$ cat src/rtl/t2u128_pkg.sv
// shared types and constants for the text to 128-bit number parser
// no dependencies; imported by text_to_u128_parser_core
`default_nettype none

package t2u128_pkg;

    // conversion phase of the current string
    typedef enum logic [2:0] {
        PH_START     = 3'd0,
        PH_ZERO_SEEN = 3'd1,
        PH_RUN10     = 3'd2,
        PH_RUN16     = 3'd3,
        PH_STOPPED   = 3'd4
    } phase_t;

    // base select register codes
    typedef logic [1:0] base_sel_t;
    localparam base_sel_t BASE_AUTO = 2'd0;
    localparam base_sel_t BASE_DEC  = 2'd1;
    localparam base_sel_t BASE_HEX  = 2'd2;

    // widths
    localparam int unsigned CHAR_W  = 8;
    localparam int unsigned ACC_W   = 128;
    localparam int unsigned HALF_W  = 64;
    localparam int unsigned PROD_W  = ACC_W + 4;
    localparam int unsigned M_DATA_W = 136;

    // character codes
    localparam logic [CHAR_W-1:0] CH_ZERO  = 8'h30;
    localparam logic [CHAR_W-1:0] CH_NINE  = 8'h39;
    localparam logic [CHAR_W-1:0] CH_LO_X  = 8'h78;
    localparam logic [CHAR_W-1:0] CH_UP_X  = 8'h58;
    localparam logic [CHAR_W-1:0] CH_LO_A  = 8'h61;
    localparam logic [CHAR_W-1:0] CH_LO_F  = 8'h66;
    localparam logic [CHAR_W-1:0] CH_UP_A  = 8'h41;
    localparam logic [CHAR_W-1:0] CH_UP_F  = 8'h46;
    localparam logic [CHAR_W-1:0] CH_SPACE = 8'h20;
    localparam logic [CHAR_W-1:0] CH_TAB   = 8'h09;
    localparam logic [CHAR_W-1:0] CH_CR    = 8'h0D;

endpackage

`default_nettype wire

$ cat src/rtl/text_to_u128_parser_core.sv
// text to 128-bit unsigned number parser: decimal, hex or auto 0x prefix
// a last character passes the input and result registers; shift-and-add in one stage
// throughput: one character per cycle, stalled while a last character waits on a held result
// reset: aresetn synchronous active low, clears pipeline valids, phase,
// accumulator, overflow flag and base select (auto)
// depends on t2u128_pkg
`default_nettype none

module text_to_u128_parser_core (
    input  wire logic                          aclk,
    input  wire logic                          aresetn,
    // base select write channel
    input  wire logic                          cfg_valid,
    output logic                               cfg_ready,
    input  wire t2u128_pkg::base_sel_t         cfg_data,
    // character stream
    input  wire logic                          s_tvalid,
    output logic                               s_tready,
    input  wire logic [7:0]                    s_tdata,   // [7:0] char_code
    input  wire logic                          s_tlast,   // last_char
    // result stream
    output logic                               m_tvalid,
    input  wire logic                          m_tready,
    output logic [t2u128_pkg::M_DATA_W-1:0]    m_tdata    // [63:0] value_low,
                                                          // [127:64] value_high,
                                                          // [128] status, rest zero
);
    import t2u128_pkg::*;

    // configuration
    base_sel_t             base_sel_reg;

    // input stage
    logic                  in_valid_reg;
    logic [CHAR_W-1:0]     in_char_reg;
    logic                  in_last_reg;

    // conversion state
    phase_t                phase_reg, phase_next;
    logic [ACC_W-1:0]      acc_reg, acc_next;
    logic                  ovf_reg, ovf_next;

    // output stage
    logic                  out_valid_reg;
    logic [ACC_W-1:0]      out_value_reg;
    logic                  out_status_reg;

    // decode and datapath
    logic                  adv;
    logic                  run_en;
    logic                  use_hex;
    logic                  is_blank;
    logic                  is_dec;
    logic                  is_hex_letter;
    logic                  digit_ok;
    logic [3:0]            digit;
    logic [PROD_W-1:0]     prod;
    logic                  carry;
    logic                  take_digit;

    // handshakes
    assign cfg_ready = 1'b1;
    assign adv       = in_valid_reg && (!in_last_reg || !out_valid_reg || m_tready);
    assign s_tready  = !in_valid_reg || adv;
    assign m_tvalid  = out_valid_reg;
    assign m_tdata   = {7'd0, out_status_reg, out_value_reg};

    // base select register
    always_ff @(posedge aclk) begin
        if (!aresetn) begin
            base_sel_reg <= BASE_AUTO;
        end else if (cfg_valid && cfg_ready) begin
            base_sel_reg <= cfg_data;
        end
    end

    // input register
    always_ff @(posedge aclk) begin
        if (!aresetn) begin
            in_valid_reg <= 1'b0;
        end else if (s_tready) begin
            in_valid_reg <= s_tvalid;
        end
    end

    always_ff @(posedge aclk) begin
        if (s_tvalid && s_tready) begin
            in_char_reg <= s_tdata;
            in_last_reg <= s_tlast;
        end
    end

    // character classes
    assign is_blank      = (in_char_reg == CH_SPACE) ||
                           ((in_char_reg >= CH_TAB) && (in_char_reg <= CH_CR));
    assign is_dec        = (in_char_reg >= CH_ZERO) && (in_char_reg <= CH_NINE);
    assign is_hex_letter = ((in_char_reg >= CH_LO_A) && (in_char_reg <= CH_LO_F)) ||
                           ((in_char_reg >= CH_UP_A) && (in_char_reg <= CH_UP_F));
    assign digit         = is_dec ? in_char_reg[3:0] : in_char_reg[3:0] + 4'd9;
    assign digit_ok      = is_dec || (use_hex && is_hex_letter);

    // phase decode: does this character go through the digit path, and in which base
    always_comb begin
        run_en  = 1'b0;
        use_hex = 1'b0;
        case (phase_reg)
            PH_START: begin
                if (base_sel_reg == BASE_DEC) begin
                    run_en = 1'b1;
                end else if (base_sel_reg == BASE_HEX) begin
                    run_en  = 1'b1;
                    use_hex = 1'b1;
                end else if (!is_blank && (in_char_reg != CH_ZERO)) begin
                    run_en = 1'b1;
                end
            end
            PH_ZERO_SEEN: begin
                run_en = (in_char_reg != CH_LO_X) && (in_char_reg != CH_UP_X);
            end
            PH_RUN10: begin
                run_en = 1'b1;
            end
            PH_RUN16: begin
                run_en  = 1'b1;
                use_hex = 1'b1;
            end
            default: begin
                run_en = 1'b0;
            end
        endcase
    end

    // multiply by base and add digit, shift-and-add
    always_comb begin
        if (use_hex) begin
            prod = {acc_reg, 4'd0} + {{(PROD_W-4){1'b0}}, digit};
        end else begin
            prod = {1'b0, acc_reg, 3'd0} + {3'd0, acc_reg, 1'b0} +
                   {{(PROD_W-4){1'b0}}, digit};
        end
    end

    assign carry      = |prod[PROD_W-1:ACC_W];
    assign take_digit = run_en && !is_blank && digit_ok;

    // next phase
    always_comb begin
        phase_next = phase_reg;
        case (phase_reg)
            PH_START: begin
                if (base_sel_reg == BASE_DEC) begin
                    phase_next = PH_RUN10;
                end else if (base_sel_reg == BASE_HEX) begin
                    phase_next = PH_RUN16;
                end else if (is_blank) begin
                    phase_next = PH_START;
                end else if (in_char_reg == CH_ZERO) begin
                    phase_next = PH_ZERO_SEEN;
                end else begin
                    phase_next = PH_RUN10;
                end
            end
            PH_ZERO_SEEN: begin
                phase_next = run_en ? PH_RUN10 : PH_RUN16;
            end
            PH_RUN10: begin
                phase_next = PH_RUN10;
            end
            PH_RUN16: begin
                phase_next = PH_RUN16;
            end
            default: begin
                phase_next = PH_STOPPED;
            end
        endcase
        // a non-digit or a carry out ends conversion
        if (run_en && !is_blank && (!digit_ok || carry)) begin
            phase_next = PH_STOPPED;
        end
        if (in_last_reg) begin
            phase_next = PH_START;
        end
    end

    // accumulator and overflow update
    always_comb begin
        acc_next = acc_reg;
        ovf_next = ovf_reg;
        if (take_digit) begin
            acc_next = prod[ACC_W-1:0];
            ovf_next = ovf_reg || carry;
        end
    end

    // conversion state registers
    always_ff @(posedge aclk) begin
        if (!aresetn) begin
            phase_reg <= PH_START;
            acc_reg   <= '0;
            ovf_reg   <= 1'b0;
        end else if (adv) begin
            phase_reg <= phase_next;
            acc_reg   <= in_last_reg ? '0 : acc_next;
            ovf_reg   <= in_last_reg ? 1'b0 : ovf_next;
        end
    end

    // result register
    always_ff @(posedge aclk) begin
        if (!aresetn) begin
            out_valid_reg <= 1'b0;
        end else if (adv && in_last_reg) begin
            out_valid_reg <= 1'b1;
        end else if (m_tready) begin
            out_valid_reg <= 1'b0;
        end
    end

    always_ff @(posedge aclk) begin
        if (adv && in_last_reg) begin
            out_value_reg  <= acc_next;
            out_status_reg <= ovf_next;
        end
    end

`ifndef NO_ASSERTIONS
    // a new result only follows a last character leaving the input stage
    a_result_from_last: assert property (@(posedge aclk) disable iff (!aresetn)
        $rose(out_valid_reg) |-> $past(in_valid_reg && in_last_reg))
        else $error("result without a last character");

    // state is back at start after a string ends
    a_clear_after_last: assert property (@(posedge aclk) disable iff (!aresetn)
        (adv && in_last_reg) |=> (phase_reg == PH_START) && (acc_reg == '0) && !ovf_reg)
        else $error("state not cleared after last character");

    // overflow always ends conversion
    a_ovf_stops: assert property (@(posedge aclk) disable iff (!aresetn)
        ovf_reg |-> (phase_reg == PH_STOPPED))
        else $error("overflow without stopped phase");

    // a held character is never dropped
    a_in_held: assert property (@(posedge aclk) disable iff (!aresetn)
        (in_valid_reg && !adv) |=> in_valid_reg)
        else $error("stalled character lost");
`endif

endmodule

`default_nettype wire

$ cat config.mk
export PLATFORM = sky130hd
export DESIGN_NAME = text_to_u128_parser_core
export DESIGN_NICKNAME = d
export VERILOG_FILES = /design/src/rtl/t2u128_pkg.sv /design/src/rtl/text_to_u128_parser_core.sv
export SDC_FILE = /design/constraint.sdc
export NUM_CORES = 1
export LEC_CHECK = 0
export BUFFER_PORTS_ARGS = -buffer_cell sky130_fd_sc_hd__buf_4
export CAP_MARGIN = 5
export CORE_ASPECT_RATIO = 0.5
export CORE_MARGIN = 3
export CORE_UTILIZATION = 50
export DETAILED_ROUTE_END_ITERATION = 8
export PLACE_DENSITY = 0.71
export REMOVE_ABC_BUFFERS = 1
export SYNTH_ARGS = -nofsm -noshare
export SYNTH_HDL_FRONTEND = slang
export SYNTH_SLANG_ARGS = --single-unit
$ cat constraint.sdc
create_clock -name aclk -period 7.6 [get_ports aclk]
set_input_delay 1.52 -clock aclk [delete_from_list [all_inputs] [get_ports aclk]]
set_output_delay 1.52 -clock aclk [all_outputs]
set_load 0.005 [all_outputs]
-- After elaboration in Yosys (flattened, before gate mapping)
Index checks and enable logic that the tools add are counted.
- equal/unequal tests: 10
- $add $sub $neg: 4
- mux-type cells: 23
- reductions and logical operators: 30
- $lt $le $gt $ge: 8
- operator list (operator ; count):
    $add 132x4->132 ; 2
    $mux 128 ; 2
    $add 131x129->132 ; 1
    $mux 132 ; 1
    $eq 8x6->1 const B ; 2
    $ge 8x7->1 const B ; 2
    $le 8x7->1 const B ; 2
    $ne 8x7->1 const B ; 2
    $logic_and 1x1->1 ; 13
    $pmux 3 s4 ; 1
    $mux 1 ; 10
    $ge 8x4->1 const B ; 1
    $ge 8x6->1 const B ; 1
    $le 8x4->1 const B ; 1
    $le 8x6->1 const B ; 1
    $logic_or 1x1->1 ; 8
    $mux 2 ; 4
    $ne 8x6->1 const B ; 1
    $eq 3x2->1 const B ; 2
    $mux 3 ; 2
    $logic_not 1->1 ; 5
    $add 4x4->4 const B ; 1
    $mux 4 ; 1
    $reduce_or 4->1 ; 1
    other kinds (8) ; 8
- output and inout bits: 139
- word-level logic and storage cells: 85
- bits in registers: 274

-- Longest topological paths before layout
- depth in word-level cells: 13
- gate-level depth with buffers: 21
- depth with buffers taken out: 21

-- Least setup slack after synthesis
OpenSTA, ideal clock, no wires.
- path kind: in2reg
- start point: in m_tready
- end point: reg out_status_reg, enable pin
- data required time: 6.979 ns
- cell stages on the path: 6
- data arrival time: 7.547 ns
- setup slack: -0.568 ns
- cell sequence: nor2b_1 nand2_1 nand2_1 clkbuf_1 clkbuf_1 nor2_1
- cells in the longest elaborated chain, start to end: 3
- ends and longest elaborated chain (element ; line ; source):
    start, declared ; text_to_u128_parser_core.sv:23 ; input wire logic m_tready,
    $logic_or 1x1->1 ; text_to_u128_parser_core.sv:63 ; assign adv = in_valid_reg && (!in_last_reg || !out_valid_reg || m_tready);
    $logic_and 1x1->1 ; text_to_u128_parser_core.sv:63 ;
    $logic_and 1x1->1 ; text_to_u128_parser_core.sv:220 ; if (adv && in_last_reg) begin
    end signal, assigned ; text_to_u128_parser_core.sv:222 ; out_status_reg <= ovf_next;
    end, declared ; text_to_u128_parser_core.sv:46 ; logic out_status_reg;
No other way between the ends.
A chain may end at the register's enable or synchronous reset.

-- Worst setup path after layout
- start point: reg in_char_reg[0]
- end point: reg out_value_reg[121], data pin
- cells in the longest elaborated chain, start to end: 12
- elaborated cells between the ends (all ways): 35
- those cells by class: add/sub: 3; order compare: 8; eq/ne: 4; mux: 7; reduce/logical: 13
- ends and longest elaborated chain (element ; line ; source):
    start, declared ; text_to_u128_parser_core.sv:35 ; logic [CHAR_W-1:0] in_char_reg;
    start signal, assigned ; text_to_u128_parser_core.sv:88 ; in_char_reg <= s_tdata;
    parallel branches: the longest is 11 deep, another holds $add 132x4->132 ; -- ;
    $mux 128 * ; text_to_u128_parser_core.sv:189 ; if (take_digit) begin
    named net acc_next[121] ; text_to_u128_parser_core.sv:40 ; logic [ACC_W-1:0] acc_reg, acc_next;
    end signal, assigned ; text_to_u128_parser_core.sv:221 ; out_value_reg <= acc_next;
    end, declared ; text_to_u128_parser_core.sv:45 ; logic [ACC_W-1:0] out_value_reg;
Mark *: on every way through the listed nets, which the timed path passes.

==> results.sh <==
export IMPL_synth_area_top_cells="edfxtp_1 19%, ha_1 14%, dfxtp_1 12%"
export IMPL_critPathMaxStageDelay_ns=1.02
export IMPL_status="finished, final reports clean"
export IMPL_ys_seq_elements=274
export IMPL_grt_pass1_wl_mm=110.7
export IMPL_die_area_um2=47460
export IMPL_total_power_uw=3171
export IMPL_start_util_pct=51.01
export IMPL_tns_ns=0
export IMPL_grt_pass1_vias=19515
export IMPL_arrival_ns=6.61
export IMPL_drtAntennaViolNets=0
export IMPL_grtUsageTotal_pct=28.82
export IMPL_top_layer_used="met4"
export IMPL_wl_met1_mm=33.48
export IMPL_endpoint_kind="flip-flop"
export IMPL_fin_cells=3377
export IMPL_synth_edf_count=138
export IMPL_post_dp_hpwl_mm=53.12
export IMPL_gp_congestion=0.9917
export IMPL_dp_cells=3328
export IMPL_portBuffers=146
export IMPL_synth_most_common_cell="nand2_1"
export IMPL_powerDensity_nw_per_um2=129.1
export IMPL_path_max_fanout=5
export IMPL_drv_slew=0
export IMPL_dr_wl_met2_mm=30.76
export IMPL_synthFlopType="edfxtp_1"
export IMPL_insertion_delay_ns=0.59
export IMPL_htree_levels=1
export IMPL_tritoncts="yes"
export IMPL_setup_ws_ns=1.282
export IMPL_async_flop_share_pct=0
export IMPL_coreArea_um2=43850
export IMPL_drt_first_pass_iters=6
export IMPL_cts_buffers=26
export IMPL_route_detailed_drc=0
export IMPL_clock_path_buffers=3
export IMPL_cts_repair_resized=0
export IMPL_fillers=4137
export IMPL_worst_pin_slew_ns=1.225
export IMPL_area_growth_pct=9.868
export IMPL_final_nets=3044
export IMPL_syn_cell_area_um2=22370
export IMPL_maxSlewHeadroom_pct=18.32
export IMPL_finalCritPeriodShare_pct=83.13
export IMPL_synth_largest_area_cell="edfxtp_1"
export IMPL_finalCriticalPeriod_ns=6.318
export IMPL_netlist_cell_type_count=92
export IMPL_ys_seq_area_share_pct=30.70
export IMPL_die_y_um=155.6
export IMPL_clk_pin_slew_worst_paths_ns=0.07
export IMPL_antenna_found_initial=0
export IMPL_cts_hold_buffers=0
export IMPL_critical_path_class="flip-flop to flip-flop"
export IMPL_grt_setup_unrepaired="no"
export IMPL_crit_chain="inv_1 > ha_1 > o21bai_1 > a21oi_1 > nor2b_1 > xor2_1 > fa_1 > ha_1 > a211oi_1 > o31ai_4 > o2111ai_1 > nand2_1 > a221oi_1 > a21boi_1 > a2111o_1 > nand2_1 > o221ai_1 > xor2_1 > mux2i_1 > o21ai_0"
export IMPL_ios=155
export IMPL_hp_class="flip-flop to flip-flop"
export IMPL_dr_wl_met3_mm=5.522
export IMPL_finalSetupViolCount=0
export IMPL_drtIter0Drc=2141
export IMPL_pre_cts_slack_ns=1.535
export IMPL_drv_cap=0
export IMPL_vias=20838
export IMPL_synthCells=2739
export IMPL_via_per_inst=6.171
export IMPL_slowest_stage="a221oi_1"
export IMPL_fin_skew_ns=0.02597
export IMPL_leakage_uw=0.01043
export IMPL_yosysTopAreaCellShare_pct=18.53
export IMPL_fmax_ghz=0.1583
export IMPL_synth_avg_cell_area_um2=8.166
export IMPL_drive_gt1_share_pct=9.254
export IMPL_wl_mm=70.65
export IMPL_cp_required_ns=7.89
export IMPL_peakVddDrop_mv=0.1558
export IMPL_die_x_um=305.1
export IMPL_routedWlPerCell_um=20.92
export IMPL_floorplan_rows=54
export IMPL_yosys_warnings=0
export IMPL_cts_sinks=274
export IMPL_clock_root_buffer="clkbuf_16"
export IMPL_synth_commonest_cells="408 x nand2_1, 279 x a21oi_1, 258 x ha_1"
export IMPL_postCtsSetupRepairBufs=0
export IMPL_hold_violations=0
export IMPL_overflow=0
export IMPL_worst_setup_path_start_kind="flip-flop"
export IMPL_grt_start_max_net_pins=138
export IMPL_whs_ns=0.4885
==> metal layers <==
metal,vias to the layer above,global-route usage (%)
met4,0,4.236
met1,9926,42.36
met2,720,45.43
met3,64,4.910
li1,10128,-
met5,-,0
==> cell type report <==
cell class,count,area [um2],area share [%]
Tap cell,588,735.7,2.994
Multi-Input combinational cell,2255,14680,59.73
Sequential cell,274,6867,27.94
Antenna cell,1,2.502,0.01018
Timing Repair Buffer,161,1221,4.969
Clock buffer,31,710.7,2.892
Clock inverter,17,171.4,0.6976
Inverter,50,187.7,0.7637
==> worst paths after layout <==
check / startpoint / to / slack [ns] / cells after the start
worst max-delay path: in_char_reg[0]$_DFFE_PP_ / out_value_reg[121]$_DFFE_PP_ / 1.28 / 20
worst min-delay path: ovf_reg$_SDFFE_PN0P_ / ovf_reg$_SDFFE_PN0P_ / 0.49 / 2
worst max register to register: in_char_reg[0]$_DFFE_PP_ / out_value_reg[121]$_DFFE_PP_ / 1.28 / 20
worst min register to register: ovf_reg$_SDFFE_PN0P_ / ovf_reg$_SDFFE_PN0P_ / 0.49 / 2
==> stage by stage <==
step / instance area (um2) / utilization, %
final: 24570 / 56.04
after global routing: 24570 / 56.03
after CTS: 24570 / 56.03
after detailed placement: 23690 / 54.02
after global placement: 23690 / 54.02
after floorplan: 21670 / -
==> power by group <==
group | internal [uW] | total, uW | switching, uW
sequential | 1570 | 1580 | 12.6
clock | 771 | 1390 | 623
combinational | 59.9 | 198 | 138
total | 2400 | 3170 | 774
==> critical path: cells and delay by family (launching register included) <==
family	cells	cell delay [ns]
muxes	1	0.18
adders and majority gates	3	1.09
AOI/OAI and AO/OA	10	3.28
DFF	1	0.44
xor gates and xnor gates	2	0.44
buffers and inverters	1	0.12
and+or+nand+nor	3	0.47
==> kinds of logic (layout without fill, tap and decap cells) <==
kind of cell,after synthesis,in the layout,share of synthesized area (%)
AOI/OAI and AO/OA,917,917,26.21
and+or+nand+nor,917,917,18.20
DFF,274,274,30.70
adders and majority gates,261,261,14.66
buffers and inverters,216,259,4.072
xor gates and xnor gates,125,125,4.895
muxes,27,27,1.231
other,2,9,0.03358
==> placed cells by master (no fill, tap or decap), types with 17 or more instances in the layout <==
cell	count
nand2_1	406
a21oi_1	278
ha_1	258
nor2_1	242
o21ai_0	217
buf_4	160
edfxtp_1	138
dfxtp_1	136
xnor2_1	73
nand4_1	63
a31oi_1	63
xor2_1	52
a21o_1	52
a22o_1	51
inv_1	50
nor3_1	42
o21bai_1	38
nor2b_1	32
a22oi_1	28
clkbuf_16	27
and2_1	23
mux2i_1	23
nand3_1	22
o21a_1	19
o211ai_1	18
a211oi_1	17
(Power assumes the default switching activity.)
